--- config.mk ---
export PLATFORM = sky130hd
export DESIGN_NAME = valve_position_reply_parser_core
export DESIGN_NICKNAME = d
export VERILOG_FILES = /design/src/rtl/core/vpr_pkg.sv /design/src/rtl/core/vpr_match.sv /design/src/rtl/core/valve_position_reply_parser_core.sv
export VERILOG_INCLUDE_DIRS = /design/src /design/src/rtl/core
export SDC_FILE = /design/constraint.sdc
export NUM_CORES = 1
export LEC_CHECK = 0
export BUFFER_PORTS_ARGS = -buffer_cell sky130_fd_sc_hd__buf_4
export CORE_MARGIN = 2
export CORE_UTILIZATION = 41
export DETAILED_ROUTE_END_ITERATION = 10
export PLACE_DENSITY = 0.67
export SETUP_SLACK_MARGIN = 0.2
export SLEW_MARGIN = 5
export SYNTH_ARGS = -nofsm -noshare
export SYNTH_HDL_FRONTEND = slang
export SYNTH_SLANG_ARGS = --single-unit
--- constraint.sdc ---
create_clock -name clock -period 2.7 [get_ports clock]
set_input_delay 0.27 -clock clock [delete_from_list [all_inputs] [get_ports clock]]
set_output_delay 0.27 -clock clock [all_outputs]
set_load 0.02 [all_outputs]
--- src/rtl/core/valve_position_reply_parser_core_macros.svh ---
// Assertion macros shared by the valve position reply parser RTL.
`ifndef VALVE_POSITION_REPLY_PARSER_CORE_MACROS_SVH
`define VALVE_POSITION_REPLY_PARSER_CORE_MACROS_SVH

// Checks an implication or sequence property on the rising clock edge, skipped in reset.
`define VPR_ASSERT_PROP(label, clk, rst, prop, msg) \
   label: assert property (@(posedge clk) disable iff (rst) prop) else $error(msg);

// Checks that a condition never holds on the rising clock edge, skipped in reset.
`define VPR_ASSERT_NEVER(label, clk, rst, expr, msg) \
   label: assert property (@(posedge clk) disable iff (rst) !(expr)) else $error(msg);

`endif

--- src/rtl/core/vpr_pkg.sv ---
// Package with the types and character constants of the valve position reply parser.
package vpr_pkg;

   localparam int unsigned BYTE_W  = 8;
   localparam int unsigned VTYPE_W = 4;
   localparam int unsigned INDEX_W = 5;

   localparam logic [BYTE_W-1:0] CHAR_SLASH = 8'h2F;
   localparam logic [BYTE_W-1:0] CHAR_UP_C  = 8'h43;
   localparam logic [BYTE_W-1:0] CHAR_UP_P  = 8'h50;
   localparam logic [BYTE_W-1:0] CHAR_LO_O  = 8'h6F;
   localparam logic [BYTE_W-1:0] CHAR_LO_S  = 8'h73;
   localparam logic [BYTE_W-1:0] CHAR_LO_I  = 8'h69;
   localparam logic [BYTE_W-1:0] CHAR_UP_A  = 8'h41;
   localparam logic [BYTE_W-1:0] CHAR_UP_B  = 8'h42;
   localparam logic [BYTE_W-1:0] CHAR_ZERO  = 8'h30;
   localparam logic [BYTE_W-1:0] CHAR_NINE  = 8'h39;

   localparam logic FORMAT_CP  = 1'b0;
   localparam logic FORMAT_POS = 1'b1;

   localparam logic CSR_VALVE_TYPE   = 1'b0;
   localparam logic CSR_REPLY_FORMAT = 1'b1;

   typedef struct packed {
      logic [VTYPE_W-1:0] valve_type;
      logic               reply_format;
   } vpr_cfg_type;

   typedef struct packed {
      logic              hit;
      logic [BYTE_W-1:0] value;
   } vpr_result_type;

endpackage

--- src/rtl/core/vpr_match.sv ---
// Reply matcher: match position, saved tens digit and the per-byte decode.
module vpr_match
   import vpr_pkg::*;
(
   input  logic               clock,
   input  logic               reset,
   input  logic               advance,
   input  logic [BYTE_W-1:0]  rx_byte,
   input  vpr_cfg_type        cfg,
   output vpr_result_type     result
);

   localparam logic [INDEX_W-1:0] IDX_START = 5'd0;
   localparam logic [INDEX_W-1:0] IDX_ADDR  = 5'd1;
   localparam logic [INDEX_W-1:0] IDX_TWO   = 5'd2;
   localparam logic [INDEX_W-1:0] IDX_THREE = 5'd3;
   localparam logic [INDEX_W-1:0] IDX_FOUR  = 5'd4;
   localparam logic [INDEX_W-1:0] IDX_FIVE  = 5'd5;
   localparam logic [INDEX_W-1:0] IDX_SIX   = 5'd6;
   localparam logic [INDEX_W-1:0] IDX_ELVN  = 5'd11;
   localparam logic [INDEX_W-1:0] IDX_TWLV  = 5'd12;
   localparam logic [INDEX_W-1:0] IDX_THRT  = 5'd13;
   localparam logic [INDEX_W-1:0] IDX_FRTN  = 5'd14;
   localparam logic [INDEX_W-1:0] IDX_FFTN  = 5'd15;
   localparam logic [INDEX_W-1:0] IDX_LAST  = 5'd16;

   logic [INDEX_W-1:0] match_index_ff, match_index_in;
   logic [BYTE_W-1:0]  tens_digit_ff, tens_digit_in;

   logic [BYTE_W-1:0]  addr_char;
   logic               is_digit;
   logic [BYTE_W-1:0]  tens_off;
   logic [BYTE_W-1:0]  units_off;
   logic [BYTE_W-1:0]  cp_value;

   assign addr_char = CHAR_ZERO + {{(BYTE_W-VTYPE_W){1'b0}}, cfg.valve_type};
   assign is_digit  = (rx_byte >= CHAR_ZERO) && (rx_byte <= CHAR_NINE);
   assign tens_off  = tens_digit_ff - CHAR_ZERO;
   assign units_off = rx_byte - CHAR_ZERO;
   // Times ten as eight plus two, kept modulo 256.
   assign cp_value  = {tens_off[BYTE_W-4:0], 3'b000} + {tens_off[BYTE_W-2:0], 1'b0} + units_off;

   always_comb begin
      match_index_in = IDX_START;
      tens_digit_in  = tens_digit_ff;
      result.hit     = 1'b0;
      result.value   = rx_byte;
      if (cfg.reply_format == FORMAT_CP) begin
         unique case (match_index_ff)
            IDX_START: match_index_in = (rx_byte == CHAR_SLASH) ? IDX_ADDR : IDX_START;
            IDX_ADDR:  match_index_in = (rx_byte == addr_char) ? IDX_TWO : IDX_START;
            IDX_TWO:   match_index_in = (rx_byte == CHAR_UP_C) ? IDX_THREE : IDX_START;
            IDX_THREE: match_index_in = (rx_byte == CHAR_UP_P) ? IDX_FOUR : IDX_START;
            IDX_FOUR: begin
               if (is_digit) begin
                  tens_digit_in  = rx_byte;
                  match_index_in = IDX_FIVE;
               end
            end
            IDX_FIVE: begin
               result.hit   = is_digit;
               result.value = cp_value;
            end
            default: match_index_in = IDX_START;
         endcase
      end else begin
         unique case (match_index_ff) inside
            IDX_START: match_index_in = (rx_byte == CHAR_SLASH) ? IDX_ADDR : IDX_START;
            IDX_ADDR:  match_index_in = (rx_byte == addr_char) ? IDX_TWO : IDX_START;
            IDX_THREE: match_index_in = (rx_byte == CHAR_UP_P) ? IDX_FOUR : IDX_START;
            IDX_FOUR:  match_index_in = (rx_byte == CHAR_LO_O) ? IDX_FIVE : IDX_START;
            IDX_FIVE:  match_index_in = (rx_byte == CHAR_LO_S) ? IDX_SIX : IDX_START;
            IDX_TWLV:  match_index_in = (rx_byte == CHAR_LO_I) ? IDX_THRT : IDX_START;
            IDX_THRT:  match_index_in = (rx_byte == CHAR_LO_S) ? IDX_FRTN : IDX_START;
            IDX_TWO, [IDX_SIX:IDX_ELVN], IDX_FRTN, IDX_FFTN:
               match_index_in = match_index_ff + 5'd1;
            IDX_LAST:  result.hit = (rx_byte == CHAR_UP_A) || (rx_byte == CHAR_UP_B);
            default:   match_index_in = IDX_START;
         endcase
      end
   end

   always_ff @(posedge clock) begin
      if (reset) begin
         match_index_ff <= IDX_START;
         tens_digit_ff  <= '0;
      end else if (advance) begin
         match_index_ff <= match_index_in;
         tens_digit_ff  <= tens_digit_in;
      end
   end

endmodule

--- src/rtl/core/valve_position_reply_parser_core.sv ---
// A request that completes a reply leaves its value in the result register, flagged by
// rsp_valid. Throughput: one request per cycle while the result is not stalled; the only
// feedback is the match state update. A request is held in the input register while the
// result register is full and stalled. Reset (synchronous, active high) clears both valid
// flags, the match position, the saved tens digit and the configuration registers.
module valve_position_reply_parser_core
   import vpr_pkg::*;
(
   input  logic               clock,
   input  logic               reset,
   input  logic               req_valid,
   output logic               req_stall,
   input  logic [BYTE_W-1:0]  req_rx_byte,
   output logic               rsp_valid,
   input  logic               rsp_stall,
   output logic [BYTE_W-1:0]  rsp_position_value,
   input  logic               csr_write_enable,
   input  logic               csr_index,
   input  logic [VTYPE_W-1:0] csr_write_data
);

`include "valve_position_reply_parser_core_macros.svh"

   logic               s1_valid_ff, s1_valid_in;
   logic [BYTE_W-1:0]  s1_byte_ff;
   logic               rsp_valid_ff, rsp_valid_in;
   logic [BYTE_W-1:0]  rsp_value_ff;
   vpr_cfg_type        cfg_ff;
   logic               advance;
   logic               req_take;
   vpr_result_type     match_result;

   // The input register moves on when the result register is empty or being drained.
   assign advance   = s1_valid_ff && (!rsp_valid_ff || !rsp_stall);
   assign req_stall = s1_valid_ff && !advance;
   assign req_take  = req_valid && !req_stall;

   assign s1_valid_in  = req_take || (s1_valid_ff && !advance);
   assign rsp_valid_in = (advance && match_result.hit) || (rsp_valid_ff && rsp_stall);

   vpr_match u_match (
      .clock   (clock),
      .reset   (reset),
      .advance (advance),
      .rx_byte (s1_byte_ff),
      .cfg     (cfg_ff),
      .result  (match_result)
   );

   always_ff @(posedge clock) begin
      if (reset) begin
         s1_valid_ff  <= 1'b0;
         rsp_valid_ff <= 1'b0;
      end else begin
         s1_valid_ff  <= s1_valid_in;
         rsp_valid_ff <= rsp_valid_in;
      end
   end

   always_ff @(posedge clock) begin
      if (req_take) begin
         s1_byte_ff <= req_rx_byte;
      end
      if (advance && match_result.hit) begin
         rsp_value_ff <= match_result.value;
      end
   end

   always_ff @(posedge clock) begin
      if (reset) begin
         cfg_ff.valve_type   <= '0;
         cfg_ff.reply_format <= FORMAT_CP;
      end else if (csr_write_enable) begin
         unique case (csr_index)
            CSR_VALVE_TYPE:   cfg_ff.valve_type   <= csr_write_data;
            CSR_REPLY_FORMAT: cfg_ff.reply_format <= csr_write_data[0];
            default:          cfg_ff <= cfg_ff;
         endcase
      end
   end

   assign rsp_valid          = rsp_valid_ff;
   assign rsp_position_value = rsp_value_ff;

   `VPR_ASSERT_PROP(a_hold_input, clock, reset, (s1_valid_ff && !advance) |=> (s1_valid_ff && $stable(s1_byte_ff)), "blocked request lost from input register")
   `VPR_ASSERT_PROP(a_rise_from_advance, clock, reset, $rose(rsp_valid_ff) |-> $past(advance), "result appeared without a processed request")
   `VPR_ASSERT_PROP(a_hit_delivered, clock, reset, (advance && match_result.hit) |=> rsp_valid_ff, "completed reply did not reach the result register")
   `VPR_ASSERT_NEVER(a_no_overwrite, clock, reset, advance && rsp_valid_ff && rsp_stall, "pending result overwritten")

endmodule

==> results of run 1 <==
## worst max path at each step
| stage | to | cells after the start | from | slack (ns) |
|---|---|---|---|---|
| after floorplan | rsp_position_value[7]$_DFFE_PP_ | 12 | s1_byte_ff[3]$_DFFE_PP_ | 0.08 |
| after global placement | rsp_position_value[7]$_DFFE_PP_ | 12 | u_match.tens_digit_ff[2]$_SDFFE_PP0P_ | 0.05 |
| after detailed placement | rsp_position_value[7]$_DFFE_PP_ | 12 | u_match.tens_digit_ff[2]$_SDFFE_PP0P_ | 0.01 |
| after CTS | rsp_position_value[7]$_DFFE_PP_ | 12 | u_match.tens_digit_ff[2]$_SDFFE_PP0P_ | 0.1 |
| after global routing | rsp_position_value[7]$_DFFE_PP_ | 12 | s1_byte_ff[3]$_DFFE_PP_ | -0.07 |
| final | rsp_position_value[7]$_DFFE_PP_ | 12 | s1_byte_ff[3]$_DFFE_PP_ | 0.1 |
## registers in the layout (all words and copies together), names as in the netlist
signal	cells
s1_byte_ff	8
rsp_position_value	8
rsp_valid	1
s1_valid_ff	1
u_match.match_index_ff	5
u_match.tens_digit_ff	7
cfg_ff	5
## through the flow
step                      total power, mW  hold WS (ns)  util [%]  cells  instance area (sq um)
after floorplan                    0.7030        0.3689         -    241                   2302
after global placement             0.7586        0.4377     47.32    335                   2574
after detailed placement           0.7601        0.4451     47.32    335                   2574
after CTS                           1.160        0.1384     49.62    345                   2699
after global routing                1.205        0.1351     49.74    345                   2705
final                               1.152        0.1439     49.74    345                   2705
## layer usage
layer,global-route usage (%),up-vias
met2,27.44,84
met3,4.253,11
met5,0,-
met1,23.63,861
met4,8.070,0
li1,-,907
## timing repair
item / in CTS / in global routing
endpoints found under the setup margin: 2 / 4
resized for setup: 3 / 1
setup buffers: 2 / 0
pin swaps: 2 / 0
## power by group
part | internal, mW | leakage, nW | total (mW) | switching (mW)
Combinational | 0.0818 | 0.776 | 0.173 | 0.0912
Sequential | 0.571 | 0.305 | 0.587 | 0.0157
Clock | 0.203 | 0.0449 | 0.392 | 0.189
Total | 0.856 | 1.13 | 1.15 | 0.296
## cell families after synthesis
group | count (synthesis) | share of synthesized area [%]
buf+inv | 36 | 7.174
mux | 8 | 3.505
compound gates | 35 | 10.02
simple gates | 91 | 21.96
flops | 35 | 37.68
xor+xnor | 14 | 5.969
fa+ha+maj | 22 | 13.69
## worst register-to-register path, stage by stage, from the launching register on
cell and delay [ns]:
edfxtp_1 0.38, inv_2 0.05, fa_1 0.47, inv_1 0.04
ha_1 0.26, ha_2 0.18, inv_2 0.04, fa_2 0.33
nand2b_4 0.15, a21oi_2 0.13, xnor2_1 0.12, nand2_1 0.08
xnor2_1 0.13
## cell type report
class | instances | area [sq um] | area share [%]
Multi-Input combinational cell | 170 | 1297 | 47.96
Sequential cell | 35 | 863.3 | 31.91
Timing Repair Buffer | 36 | 270.3 | 9.991
Inverter | 24 | 90.09 | 3.330
Tap cell | 72 | 90.09 | 3.330
Clock buffer | 6 | 82.58 | 3.053
Clock inverter | 2 | 11.26 | 0.4163
## placed cells by master, fill, tap and decap left out, drive strengths merged, types with 3 or more instances in the layout
master   n
nor4bb   3
dfxtp   19
inv     24
nand4    8
ha      17
nand2   19
o21ai    7
nor2b    6
nand3    7
xnor2    9
and3     3
a21oi    9
nor2    20
clkbuf   6
fa       5
nor3     6
and3b    3
mux2i    8
edfxtp  16
buf     36
xor2     4
and2     3
==> flow_metrics.tcl, run 1 <==
set metrics [dict create \
    io_pins 28 \
    wl_met2_mm 2.248 \
    status "completed" \
    grt_use_total_pct 17.82 \
    nNetsFinal 312 \
    antenna_cells 0 \
    grt_max_degree 22 \
    crit_type "reg -> reg" \
    drv_slew 0 \
    worstPathMaxFanout 2 \
    synthTopCellsByCount "inv_1, nor2_1, dfxtp_1, nand2_1, ha_1" \
    required_ns 2.75 \
    viasPerCell 5.400 \
    crit_family "adder cells" \
    cp-start-kind "flip-flop" \
    critPathMaxStageDelay_ns 0.47 \
    maxCapViolCount 0 \
    core-area_sq_um 5439 \
    cts.sinks 35 \
    wl_per_cell_microns 14.33 \
    place_hpwl_mm 3.742 \
    die_h_microns 78.65 \
    synth_top_area_cell "edfxtp_1" \
    dpl_worst_slack_ns 0.01012 \
    synthTopCellsByArea "edfxtp_1, dfxtp_1, ha_1" \
    tightestPinTransition_ns 0.7484 \
    whs_path_depth 1 \
    rsz0062_at_grt "true" \
    setup_slack_ns 0.09851 \
    met3_length_microns 360 \
    grt_pass1_wl_mm 8.694 \
    critPathArrivalTime_ns 2.65 \
    drtPass1Iterations 4 \
    period_needed_ns 2.601 \
    areaGrowthSynthToFinish_pct 18.40 \
    hp-start "req_rx_byte[7]" \
    hold_buffers 0 \
    drive_above_1_share_pct 20.88 \
    avgSynthCellArea_sq_um 9.480 \
    gp_congestion 0.8667 \
    ys.flop_type "dfxtp_1" \
    slew_headroom_pct 50.00 \
    cts_max_level 2 \
    cts_buffer_depth 2 \
    crit_slowest_cell "fa_1" \
    vias 1863 \
    grt_pass1_vias 1827 \
    cts_buffers 5 \
    finalHoldViolations 0 \
    clk_latency_ns 0.30 \
    ant_nets 0 \
    synth_cell_types 51 \
    wl_met1_mm 2.223 \
    vdd_drop_max_mv 0.3155 \
    r2r_slack_ns 0.1 \
    routed.top_layer "met4" \
    finalWirelength_mm 4.944 \
    r2r-end "rsp_position_value[7]$_DFFE_PP_" \
    p_leak_nw 1.126 \
    crit_path_end_kind "flip-flop" \
    root_buffer "clkbuf_8" \
    ys_warn_count 0 \
    initial_core_util_pct 42.01 \
    tritoncts "done" \
    finClkSkew_ns 0.01015 \
    post-route-period-util_pct 96.35 \
    yosysSeqAreaShare_pct 37.68 \
    fmax_mhz 384.4 \
    min_path_type "in -> reg" \
    hold_end "s1_byte_ff[7]$_DFFE_PP_" \
    synthArstFlopShare_pct 0 \
    drc_errors 0 \
    fin_setup_tns_ns 0 \
    drtIter0Drc 155 \
    fp.dieW_microns 78.65 \
    synthesis.area_sq_um 2285 \
    synth_top_area_share_pct 21.03 \
    synthCells 241 \
    synth_nets 281 \
    synth_edf_count 16 \
    gr-total-overflow 0 \
    yosysMostFrequentCell "inv_1" \
    finalSetupViolCount 0 \
    rows 27 \
    timing.critical_path.buf_inv 3 \
    power_density_nw_per_um2 425.9 \
    ys_ff_latch 35 \
    rr_startpoint "s1_byte_ff[3]$_DFFE_PP_" \
    antenna_found_initial 0 \
    design.die.area_sq_um 6186 \
    fill_cells 511 \
    reg2reg_depth 12 \
    crit_chain "inv_2, fa_1, inv_1, ha_1, ha_2, inv_2, fa_2, nand2b_4, a21oi_2, xnor2_1, nand2_1, xnor2_1" \
    path_clk_slew_ns 0.07 \
    portBuffers 27 \
]
No activity file was read; power rests on OpenSTA's default activity.
==> run 2: changes to the inputs <==
--- a/config.mk
+++ b/config.mk
@@ -8,9 +8,9 @@
 export LEC_CHECK = 0
 export BUFFER_PORTS_ARGS = -buffer_cell sky130_fd_sc_hd__buf_4
 export CORE_MARGIN = 2
-export CORE_UTILIZATION = 41
+export CORE_UTILIZATION = 47
 export DETAILED_ROUTE_END_ITERATION = 10
-export PLACE_DENSITY = 0.67
+export PLACE_DENSITY = 0.74
 export SETUP_SLACK_MARGIN = 0.2
 export SLEW_MARGIN = 5
 export SYNTH_ARGS = -nofsm -noshare
==> run 2 against run 1 <==
  * Fmax is 0.62% lower
  * Via count increased by 3.4%
  * Sequential cell count unchanged
  * Largest power group unchanged
  * Global-route usage increased by 2.6 points
  * Critical path depth unchanged
  * Non-clock buffer count rose by 2
  * Critical endpoint unchanged
==> flow_metrics.tcl, run 2 (same netlist as run 1, synthesis figures left out) <==
set metrics [dict create \
    crit_type "reg -> reg" \
    layout_common_cells "buf_4, inv_1, nor2_1" \
    antenna_found_initial 0 \
    grt_pass1_vias 1834 \
    portBuffers 27 \
    grt_pass1_wl_mm 8.590 \
    dpl_worst_slack_ns 0.009838 \
    r2r_slack_ns 0.08 \
    slew_headroom_pct 56.96 \
    initial_core_util_pct 48.69 \
    fmax_mhz 382.0 \
    rows 25 \
    drive_above_1_share_pct 21.45 \
    hold_end "s1_byte_ff[7]$_DFFE_PP_" \
    gr-total-overflow 0 \
    path_clk_slew_ns 0.07 \
    drtPass1Iterations 5 \
    die_h_microns 73.72 \
    viasPerCell 5.854 \
    status "completed" \
    fp.dieW_microns 73.72 \
    io_pins 28 \
    maxCapViolCount 0 \
    required_ns 2.74 \
    seqCellArea_sq_um 863.3 \
    finalSetupViolCount 0 \
    finalWirelength_mm 4.963 \
    placed_cells 317 \
    reg2reg_depth 12 \
    grt_max_degree 22 \
    clk_latency_ns 0.29 \
    tritoncts "done" \
    r2r-end "rsp_position_value[7]$_DFFE_PP_" \
    design.die.area_sq_um 5435 \
    antenna_cells 0 \
    period_needed_ns 2.618 \
    core-area_sq_um 4692 \
    crit_path_end_kind "flip-flop" \
    gp_congestion 0.9123 \
    cts_max_level 2 \
    final_common_cell "buf_4" \
    multiInputGateArea_sq_um 1276 \
    rsz0062_at_grt "true" \
    drtIter0Drc 145 \
    nNetsFinal 314 \
    post-route-period-util_pct 96.95 \
    setup_slack_ns 0.08227 \
    hp-start "req_rx_byte[7]" \
    placed_area_sq_um 2551 \
    drv_slew 0 \
    fill_cells 426 \
    tightestPinTransition_ns 0.6443 \
    place_hpwl_mm 3.646 \
    cts_buffers 5 \
    finalInstanceArea_sq_um 2671 \
    areaGrowthSynthToFinish_pct 16.92 \
    finalHoldViolations 0 \
    final_cells 329 \
    wl_per_cell_microns 15.09 \
    worstPathMaxFanout 2 \
    root_buffer "clkbuf_8" \
    vdd_drop_max_mv 0.2754 \
    ant_nets 0 \
    cp-start-kind "flip-flop" \
    finClkSkew_ns 0.01184 \
    cts.sinks 35 \
    vias 1926 \
    critPathArrivalTime_ns 2.66 \
    min_path_type "in -> reg" \
    whs_path_depth 1 \
    grt_use_total_pct 20.44 \
    rr_startpoint "u_match.tens_digit_ff[2]$_SDFFE_PP0P_" \
    cts_buffer_depth 2 \
    hold_buffers 0 \
    p_leak_nw 1.132 \
    drc_errors 0 \
    power_density_nw_per_um2 424.2 \
]
## run 2: report_power, final
group | total (mW) | leakage (nW) | internal [mW] | switching [mW]
sequential | 0.587 | 0.305 | 0.571 | 0.0157
clock | 0.384 | 0.0402 | 0.179 | 0.205
combinational | 0.162 | 0.787 | 0.0762 | 0.0861
total | 1.13 | 1.13 | 0.827 | 0.307
## run 2: cell type report
class                      count  share of cell area (%)
tap                           54                   2.529
clock buffer                   5                   2.576
multi-input combinational    170                   47.78
timing repair buffer          38                   10.68
sequential                    35                   32.32
clock inverter                 3                  0.7494
inverter                      24                   3.372
## run 2: worst max-delay path, cell delays in order, from the launching register on
cell,delay [ns]
dfxtp_2,0.34
inv_2,0.04
fa_1,0.52
inv_1,0.04
ha_1,0.26
ha_2,0.19
inv_2,0.04
fa_2,0.34
nand2b_4,0.15
a21oi_2,0.13
xnor2_1,0.12
nand2_1,0.08
xnor2_1,0.12
## run 2: worst max-delay path by stage
stage                     slack, ns                         endpoint                                  start
after floorplan                0.08  rsp_position_value[7]$_DFFE_PP_                s1_byte_ff[3]$_DFFE_PP_
after global placement         0.06  rsp_position_value[7]$_DFFE_PP_  u_match.tens_digit_ff[2]$_SDFFE_PP0P_
after detailed placement       0.01  rsp_position_value[7]$_DFFE_PP_  u_match.tens_digit_ff[2]$_SDFFE_PP0P_
after CTS                       0.1  rsp_position_value[7]$_DFFE_PP_  u_match.tens_digit_ff[2]$_SDFFE_PP0P_
after global routing          -0.06  rsp_position_value[7]$_DFFE_PP_                s1_byte_ff[3]$_DFFE_PP_
final                          0.08  rsp_position_value[7]$_DFFE_PP_  u_match.tens_digit_ff[2]$_SDFFE_PP0P_
## run 2: metal layers
layer	vias up	GRT usage, %	wire, microns
met5	-	0	0
met1	877	27.97	2104
li1	915	-	-
met2	116	31.65	2303
met3	18	4.390	447
met4	0	7.677	108
## run 2: timing repair
item                       CTS  global route
buffers inserted             2             2
hold endpoints to repair     0             0
pin swaps                    4             2
setup endpoints to repair    1             9
resized for setup            3             1
## run 2: per-stage QoR
stage                     utilization [%]  power (mW)  hold WS, ns  setup TNS (ns)
after floorplan                         -      0.7030       0.3689               0
after global placement              54.37      0.7558       0.4399               0
after detailed placement            54.37      0.7579       0.4494               0
after CTS                           56.61       1.144       0.1414               0
after global routing                56.93       1.183       0.1373        -0.06395
final                               56.93       1.133       0.1529               0
